===== config.mk =====
export PLATFORM = sky130hd
export DESIGN_NAME = fskrd_mac
export DESIGN_NICKNAME = d
export VERILOG_FILES = /design/src/fskrd_pkg.sv /design/src/fskrd_mac.sv
export SDC_FILE = /design/constraint.sdc
export NUM_CORES = 2
export LEC_CHECK = 0
export ABC_AREA = 1
export BUFFER_PORTS_ARGS = -buffer_cell sky130_fd_sc_hd__buf_2
export CAP_MARGIN = 20
export CORE_ASPECT_RATIO = 0.75
export CORE_MARGIN = 2
export CORE_UTILIZATION = 65
export CTS_CLUSTER_DIAMETER = 60
export CTS_CLUSTER_SIZE = 10
export DETAILED_ROUTE_END_ITERATION = 7
export PLACE_DENSITY = 0.84
export SLEW_MARGIN = 5
export SYNTH_ARGS = -nofsm -noshare
export SYNTH_HDL_FRONTEND = slang
export SYNTH_SLANG_ARGS = --single-unit
export TNS_END_PERCENT = 30

===== constraint.sdc =====
create_clock -name clk -period 4 [get_ports clk]
set_input_delay 1.2 -clock clk [delete_from_list [all_inputs] [get_ports clk]]
set_output_delay 1.2 -clock clk [all_outputs]
set_load 0.01 [all_outputs]

===== src/fskrd_pkg.sv =====
// ----------------------------------------------------------------------------
// fskrd_pkg
// Types, constants and microcode for the FSK resonator demodulator.
// ----------------------------------------------------------------------------
package fskrd_pkg;

	localparam int NUM_CFG   = 8;
	localparam int CFG_W     = 18;
	localparam int CFG_IDX_W = 4;
	localparam int SAMPLE_W  = 16;
	localparam int RES_W     = 26;
	localparam int LVL_W     = 41;
	localparam int SUM_W     = 42;
	localparam int OPA_W     = 27;
	localparam int OPB_W     = 26;
	localparam int PROD_W    = OPA_W + OPB_W;
	localparam int ACC_W     = 64;
	localparam int LO_W      = 20;
	localparam int NUM_STEPS = 24;
	localparam int STEP_W    = 5;
	localparam int FRAC_RES  = 16;
	localparam int FRAC_FLT  = 20;
	localparam int OUT_W     = 8;

	typedef logic signed [CFG_W-1:0]    cfg_t;
	typedef logic [CFG_IDX_W-1:0]       cfg_idx_t;
	typedef logic signed [SAMPLE_W-1:0] sample_t;
	typedef logic signed [RES_W-1:0]    res_t;
	typedef logic signed [LVL_W-1:0]    lvl_t;
	typedef logic signed [SUM_W-1:0]    sum_t;
	typedef logic signed [OPA_W-1:0]    opa_t;
	typedef logic signed [OPB_W-1:0]    opb_t;
	typedef logic signed [PROD_W-1:0]   prod_t;
	typedef logic signed [ACC_W-1:0]    acc_t;
	typedef logic [STEP_W-1:0]          step_t;

	// register map
	localparam logic [2:0] REG_S_FAR_COS  = 3'd0;
	localparam logic [2:0] REG_S_FAR_SIN  = 3'd1;
	localparam logic [2:0] REG_S_STEP_COS = 3'd2;
	localparam logic [2:0] REG_S_STEP_SIN = 3'd3;
	localparam logic [2:0] REG_M_FAR_COS  = 3'd4;
	localparam logic [2:0] REG_M_FAR_SIN  = 3'd5;
	localparam logic [2:0] REG_M_STEP_COS = 3'd6;
	localparam logic [2:0] REG_M_STEP_SIN = 3'd7;

	localparam cfg_t CFG_RESET [NUM_CFG] = '{
		18'sd11992, -18'sd5339, 18'sd64109, 18'sd9982,
		-18'sd1372, 18'sd13054, 18'sd64347, 18'sd8300
	};

	// low-pass coefficients, Q.20
	localparam opb_t FLT_B0 = 26'sd393;
	localparam opb_t FLT_B1 = 26'sd787;
	localparam opb_t FLT_A1 = -26'sd2038933;
	localparam opb_t FLT_A2 = 26'sd991930;

	localparam acc_t HALF_RES = 64'sd32768;
	localparam acc_t HALF_FLT = 64'sd524288;

	localparam lvl_t LOAD_LEVEL     = 41'sd3932160;
	localparam lvl_t NEG_LOAD_LEVEL = -41'sd3932160;
	localparam lvl_t DECAY_LEVEL    = 41'sd3276800;
	localparam lvl_t NEG_DECAY_LEVEL = -41'sd3276800;

	typedef enum logic [3:0] {
		A_X2, A_SRE, A_SIM, A_MRE, A_MIM,
		A_E0LO, A_E0HI, A_F0LO, A_F0HI, A_F1LO, A_F1HI, A_SUMLO, A_SUMHI
	} opa_sel_t;

	typedef enum logic [2:0] {
		B_CFG, B_SAME, B_B0, B_B1, B_A1, B_A2
	} opb_sel_t;

	typedef enum logic [1:0] {
		I_PRESET, I_HALF_RES, I_HALF_FLT
	} init_sel_t;

	typedef struct packed {
		opa_sel_t  a_sel;
		opb_sel_t  b_sel;
		logic [2:0] reg_idx;
		logic      neg;
		logic      sh20;
		logic      first;
		init_sel_t init_sel;
	} uop_t;

	typedef struct packed {
		logic  valid;
		step_t step;
		logic  neg;
		logic  sh20;
		logic  first;
	} mac_ctrl_t;

	typedef struct packed {
		logic  valid;
		step_t step;
	} mac_tag_t;

	// last step of each accumulation group
	localparam step_t STEP_SP_END = 5'd2;
	localparam step_t STEP_SQ_END = 5'd5;
	localparam step_t STEP_MP_END = 5'd8;
	localparam step_t STEP_MQ_END = 5'd11;
	localparam step_t STEP_Y_END  = 5'd15;
	localparam step_t STEP_F_END  = 5'd23;
	localparam step_t STEP_LAST   = STEP_W'(NUM_STEPS - 1);

	// resonator p/q, energy, then filter with 41-bit operands split lo/hi
	localparam uop_t UCODE [NUM_STEPS] = '{
		'{A_X2,    B_CFG,  REG_S_FAR_COS,  1'b1, 1'b0, 1'b1, I_PRESET},
		'{A_SRE,   B_CFG,  REG_S_STEP_COS, 1'b0, 1'b0, 1'b0, I_HALF_RES},
		'{A_SIM,   B_CFG,  REG_S_STEP_SIN, 1'b1, 1'b0, 1'b0, I_HALF_RES},
		'{A_X2,    B_CFG,  REG_S_FAR_SIN,  1'b1, 1'b0, 1'b1, I_HALF_RES},
		'{A_SIM,   B_CFG,  REG_S_STEP_COS, 1'b0, 1'b0, 1'b0, I_HALF_RES},
		'{A_SRE,   B_CFG,  REG_S_STEP_SIN, 1'b0, 1'b0, 1'b0, I_HALF_RES},
		'{A_X2,    B_CFG,  REG_M_FAR_COS,  1'b1, 1'b0, 1'b1, I_PRESET},
		'{A_MRE,   B_CFG,  REG_M_STEP_COS, 1'b0, 1'b0, 1'b0, I_HALF_RES},
		'{A_MIM,   B_CFG,  REG_M_STEP_SIN, 1'b1, 1'b0, 1'b0, I_HALF_RES},
		'{A_X2,    B_CFG,  REG_M_FAR_SIN,  1'b1, 1'b0, 1'b1, I_HALF_RES},
		'{A_MIM,   B_CFG,  REG_M_STEP_COS, 1'b0, 1'b0, 1'b0, I_HALF_RES},
		'{A_MRE,   B_CFG,  REG_M_STEP_SIN, 1'b0, 1'b0, 1'b0, I_HALF_RES},
		'{A_SRE,   B_SAME, REG_S_FAR_COS,  1'b1, 1'b0, 1'b1, I_HALF_RES},
		'{A_SIM,   B_SAME, REG_S_FAR_COS,  1'b1, 1'b0, 1'b0, I_HALF_RES},
		'{A_MRE,   B_SAME, REG_S_FAR_COS,  1'b0, 1'b0, 1'b0, I_HALF_RES},
		'{A_MIM,   B_SAME, REG_S_FAR_COS,  1'b0, 1'b0, 1'b0, I_HALF_RES},
		'{A_E0LO,  B_B1,   REG_S_FAR_COS,  1'b0, 1'b0, 1'b1, I_HALF_FLT},
		'{A_E0HI,  B_B1,   REG_S_FAR_COS,  1'b0, 1'b1, 1'b0, I_HALF_FLT},
		'{A_F0LO,  B_A1,   REG_S_FAR_COS,  1'b1, 1'b0, 1'b0, I_HALF_FLT},
		'{A_F0HI,  B_A1,   REG_S_FAR_COS,  1'b1, 1'b1, 1'b0, I_HALF_FLT},
		'{A_F1LO,  B_A2,   REG_S_FAR_COS,  1'b1, 1'b0, 1'b0, I_HALF_FLT},
		'{A_F1HI,  B_A2,   REG_S_FAR_COS,  1'b1, 1'b1, 1'b0, I_HALF_FLT},
		'{A_SUMLO, B_B0,   REG_S_FAR_COS,  1'b0, 1'b0, 1'b0, I_HALF_FLT},
		'{A_SUMHI, B_B0,   REG_S_FAR_COS,  1'b0, 1'b1, 1'b0, I_HALF_FLT}
	};

	function automatic res_t sat_res(acc_t v);
		if (v > 64'sd33554431)
			return 26'sd33554431;
		else if (v < -64'sd33554432)
			return -26'sd33554432;
		else
			return v[RES_W-1:0];
	endfunction

	function automatic lvl_t sat_lvl(acc_t v);
		if (v > 64'sd1099511627775)
			return 41'sd1099511627775;
		else if (v < -64'sd1099511627776)
			return -41'sd1099511627776;
		else
			return v[LVL_W-1:0];
	endfunction

endpackage


===== src/fskrd_mac.sv =====
// ----------------------------------------------------------------------------
// fskrd_mac
// Shared 27x26 multiplier, registered, feeding a 64-bit accumulator.
// ----------------------------------------------------------------------------
module fskrd_mac (
	input  logic                 clk,
	input  logic                 arst_n,
	input  fskrd_pkg::opa_t      op_a,
	input  fskrd_pkg::opb_t      op_b,
	input  fskrd_pkg::acc_t      init_val,
	input  fskrd_pkg::mac_ctrl_t ctrl,
	output fskrd_pkg::acc_t      acc,
	output fskrd_pkg::mac_tag_t  tag
);
	import fskrd_pkg::*;

	prod_t     prod_s1;
	acc_t      init_s1;
	mac_ctrl_t ctrl_s1;
	acc_t      acc_q;
	mac_tag_t  tag_q;
	acc_t      prod_ext;
	acc_t      addend;
	acc_t      base;

	always_ff @(posedge clk) begin
		prod_s1 <= op_a * op_b;
		init_s1 <= init_val;
	end

	assign prod_ext = {{(ACC_W-PROD_W){prod_s1[PROD_W-1]}}, prod_s1};
	assign addend   = ctrl_s1.sh20 ? (prod_ext <<< FRAC_FLT) : prod_ext;
	assign base     = ctrl_s1.first ? init_s1 : acc_q;

	always_ff @(posedge clk) begin
		if (ctrl_s1.valid)
			acc_q <= ctrl_s1.neg ? (base - addend) : (base + addend);
	end

	always_ff @(posedge clk or negedge arst_n) begin
		if (!arst_n) begin
			ctrl_s1 <= '0;
			tag_q   <= '0;
		end else begin
			ctrl_s1     <= ctrl;
			tag_q.valid <= ctrl_s1.valid;
			tag_q.step  <= ctrl_s1.step;
		end
	end

	assign acc = acc_q;
	assign tag = tag_q;

endmodule


==> flow_summary.ini, run 1 <==
[synthesis]
synthArstFlopShare_pct = 7.653
synth_ff_type = dfxtp_1
synth_edf_count = 64
synth_largest_area_cell = fa_1
yosysSeqAreaShare_pct = 11.60
synth_top_area_share_pct = 36.79
postSynthRegisterBits = 196
netlist_area_sq_um = 39990
ys_types = 40
syn-instance-count = 5370
synth.net_count = 6445
syn_area_per_cell_sq_um = 7.447
yosys_warnings = 0
synthTopCellsByArea = fa_1 (37%), nand2_1 (14%), inv_1 (13%)

[global_routing]
grt_usage_pct = 73.12
grt_max_degree = 66
grt_overflow = 167

[place]
place_inst = 6971
port_buffers = 197
finalWeightedCongestion = 1.067
dp_slack_ps = -3487
dp_hpwl_mm = 121.7

[floorplanning]
start_util_pct = 65.99
pin_count = 198
die_w_microns = 290.4
die_h_microns = 218.8
row_count = 78

[cts]
cts-htree-levels = 4
cts_buffers = 17
cts_sinks = 196
clock_path_buffers = 2
root_buffer = clkbuf_16
hold_buffers = 0

[run_status]
stop_stage = global routing (5_1_grt)
error_line = [ERROR GRT-0232] Routing congestion too high. Check the congestion heatmap in the GUI.
outcome = stopped before the end

[timing]
worst-ep-kind = sequential cell input
worst_endpoint = prod_s1[49]$_DFF_P_/D
-- kinds of logic after synthesis --
kind of cell               after synthesis  share of synthesized area (%)
AOI/OAI and AO/OA                      354                          4.696
xor gates and xnor gates               116                          2.541
adders and majority gates              947                          43.43
buffers and inverters                 1584                          14.96
DFF                                    196                          11.60
muxes                                   64                          1.799
and+or+nand+nor                       2109                          20.97
-- metal layers --
metal  global-route usage [%]  GRT overflow
met4                    64.30            87
met1                    77.50             1
met5                    31.40             0
met3                    59.39             1
met2                    87.28            78
-- Yosys cell counts (2+ instances only) --
| cell | n |
|---|---|
| clkbuf_1 | 171 |
| o21ai_2 | 2 |
| nand3b_1 | 12 |
| dfxtp_1 | 117 |
| buf_4 | 2 |
| buf_1 | 3 |
| o21a_1 | 4 |
| mux2_2 | 63 |
| nand3_2 | 2 |
| nand3_1 | 132 |
| ha_1 | 212 |
| nor4_1 | 5 |
| fa_1 | 735 |
| nand4_1 | 48 |
| edfxtp_1 | 64 |
| buf_2 | 7 |
| a21boi_0 | 2 |
| o21bai_1 | 24 |
| inv_1 | 1394 |
| a21o_1 | 8 |
| buf_6 | 3 |
| o21ai_1 | 21 |
| nor2_4 | 4 |
| xor2_1 | 86 |
| nand2_1 | 1493 |
| or2_2 | 12 |
| nor2_2 | 5 |
| dfrtp_1 | 15 |
| o21ai_0 | 130 |
| xnor2_1 | 30 |
| a21oi_1 | 161 |
| inv_2 | 4 |
| nand2_2 | 4 |
| nor3_1 | 22 |
| nor2_1 | 368 |
-- stage by stage --
step | hold slack (ps) | utilization [%] | area, sq um
detailed placement | 336.3 | 79.25 | 48030
floorplan | 331.2 | - | 41090
global placement | 332.7 | 79.25 | 48030
CTS | 362.8 | 84.33 | 51110
-- timing repair --
action                     4_1_cts
setup endpoints to repair       88
resized for setup              499
cloned                           9
pin swaps                      148
buffers inserted                71
==> run 2, diff against run 1 <==
--- a/config.mk
+++ b/config.mk
@@ -8,13 +8,10 @@
 export ABC_AREA = 1
 export BUFFER_PORTS_ARGS = -buffer_cell sky130_fd_sc_hd__buf_2
 export CAP_MARGIN = 20
-export CORE_ASPECT_RATIO = 0.75
 export CORE_MARGIN = 2
-export CORE_UTILIZATION = 65
-export CTS_CLUSTER_DIAMETER = 60
-export CTS_CLUSTER_SIZE = 10
+export CORE_UTILIZATION = 40
 export DETAILED_ROUTE_END_ITERATION = 7
-export PLACE_DENSITY = 0.84
+export PLACE_DENSITY_LB_ADDON = 0.15
 export SLEW_MARGIN = 5
 export SYNTH_ARGS = -nofsm -noshare
 export SYNTH_HDL_FRONTEND = slang
==> run 2 against run 1 <==
Against the previous run:
- the flow now finishes, with violations (setup timing)
- area after synthesis is the same
- synthesized cell count is the same
==> flow_summary.ini, run 2 <==
[timing]
period_needed_ps = 6390
fmax_mhz = 156.5
tns_ps = -96340
setup_violations = 59
worst_slew_pin_slew_ps = 577.9
fin_skew_ps = 13.95
hold_viol_final = 0
maxSlewViolCount = 0
setup_slack_ps = -2390
post-route-period-util_pct = 159.8
hold_ws_ps = 352.6
slew_headroom_pct = 61.47
rsz0062_at_grt = true

[synthesis]
netlist_area_sq_um = 39990
synth_largest_area_cell = fa_1
syn_area_per_cell_sq_um = 7.447
synth_ff_type = dfxtp_1
synth_top_area_share_pct = 36.79
synthTopCellsByArea = fa_1 (37%), nand2_1 (14%), inv_1 (13%)
syn-instance-count = 5370
synth_edf_count = 64
synth_top_cells_by_count = nand2_1 (1493), inv_1 (1394), fa_1 (735)
ys_types = 40
yosysSeqAreaShare_pct = 11.60
yosys_warnings = 0
postSynthRegisterBits = 196
post-synth-top-count-cell = nand2_1
synthArstFlopShare_pct = 7.653
synth.net_count = 6445

[global_routing]
grt_usage_pct = 27.26
antenna_found_initial = 1
grt_pass1_vias = 37510
grt_pass1_wl_mm = 215.0
grt_max_degree = 64
grt_overflow = 0

[run]
maxCapViolations = 0

[finish]
drive_above_1_share_pct = 26.75
mostFrequentLayoutCell = nand2_1
area_growth_syn_to_layout_pct = 32.36
design_area_sq_um = 52930
final_nets = 7304
final_cell_mix = nand2_1 (1417), inv_1 (1293), buf_4 (692)

[place]
placed_area_sq_um = 48350
finalWeightedCongestion = 0.9584
port_buffers = 197
dp_slack_ps = -3430
dp_hpwl_mm = 116.3

[cts]
tritoncts = done
clkSlewWorstSetupHoldPaths_ps = 80
insertion_delay_ps = 500
cts-htree-levels = 4
root_buffer = clkbuf_16
clock_path_buffers = 2
cts_sinks = 196
cts_buffers = 17
hold_buffers = 0

[run_status]
outcome = finished, violations left
violations = setup timing

[setup_path]
cp_common_cell = fa_1
slowest_stage = fa_1
cp-end-kind = flop
worst-path-max-fanout = 7
timing_worst_setup_path_type = in2reg
arrival_ps = 6780
worst_path_largest_cell_delay_ps = 540
required_ps = 4390
start_kind = input port

[routing]
avgRoutedWirePerCell_microns = 18.47
vias = 36012
drt-initial-drc-count = 2400
wirelength_mm = 139.1
via_per_inst = 4.782
firstDrtPassIters = 7
ant_nets = 0
drc = 0

[floorplanning]
fp.coreArea_sq_um = 98710
start_util_pct = 40.51
pin_count = 198
row_count = 115
die_w_microns = 320.2
die_h_microns = 320.2
dieArea_sq_um = 102500

[worst_hold_path]
holdCritPathClass = reg2reg
==> run 2: cell counts after synthesis <==
Identical to the previous run, type by type.
==> run 2: worst max-delay path, delay by kind of cell <==
family / cells / cell delay, ps
simple gates: 8 / 680
buf+inv: 13 / 1130
fa+ha+maj: 8 / 3750
==> run 2: stage by stage <==
stage               std cells  util [%]
global placement         7407     48.98
finish                   7530     53.62
CTS                      7483     51.75
global route             7530     53.62
detailed placement       7407     48.98
floorplan                5370         -
==> run 2: worst paths after layout <==
path / start / endpoint / slack, ps / depth (start not counted)
max: op_b[5] / prod_s1[48] / -2390 / 29
max in group asynchronous: arst_n / ctrl_s1[1] / 3140 / 1
max reg2reg: ctrl_s1[1] / acc[55] / -130 / 24
min: ctrl_s1[4] / tag[1] / 350 / 0
min in group asynchronous: arst_n / ctrl_s1[7] / 590 / 1
min reg2reg: ctrl_s1[4] / tag[1] / 350 / 0
==> run 2: layer usage <==
metal  up-vias  routed length (microns)  GRT usage (%)
li1      17362                        -              -
met3       153                     7386          3.233
met4         0                     3411          5.373
met2       896                    64250          45.27
met1     17601                    64050          38.45
met5         -                        0              0
==> run 2: final cells by class <==
type,instances,area [sq um]
fillers,9518,45780
multi-input cells,3590,31790
repair buffers,1026,8987
inverters,1398,5290
flip-flops and latches,196,4643
well taps,1287,1610
clock buffers,17,425.4
clock inverters,15,182.7
diodes,1,2.502
==> run 2: kinds of logic (layout without fill, tap and decap cells) <==
| logic type | count (synthesis) | in the layout | share of synthesized area (%) |
|---|---|---|---|
| AOI/OAI and AO/OA | 354 | 354 | 4.696 |
| xor gates and xnor gates | 116 | 116 | 2.541 |
| adders and majority gates | 947 | 947 | 43.43 |
| buffers and inverters | 1584 | 2456 | 14.96 |
| DFF | 196 | 196 | 11.60 |
| muxes | 64 | 64 | 1.799 |
| other | 0 | 1 | 0 |
| and+or+nand+nor | 2109 | 2109 | 20.97 |
==> run 2: repair_timing <==
item | 4_1_cts | 5_1_grt
pin swaps | 171 | 177
gates resized for setup | 485 | 379
setup buffers | 38 | 39
setup endpoints to repair | 79 | 92
cloned | 7 | 12
Power of run 2 is left out: the tool's default activity adds up to more than one toggle a clock period on the data nets, which glitch-free logic cannot reach.
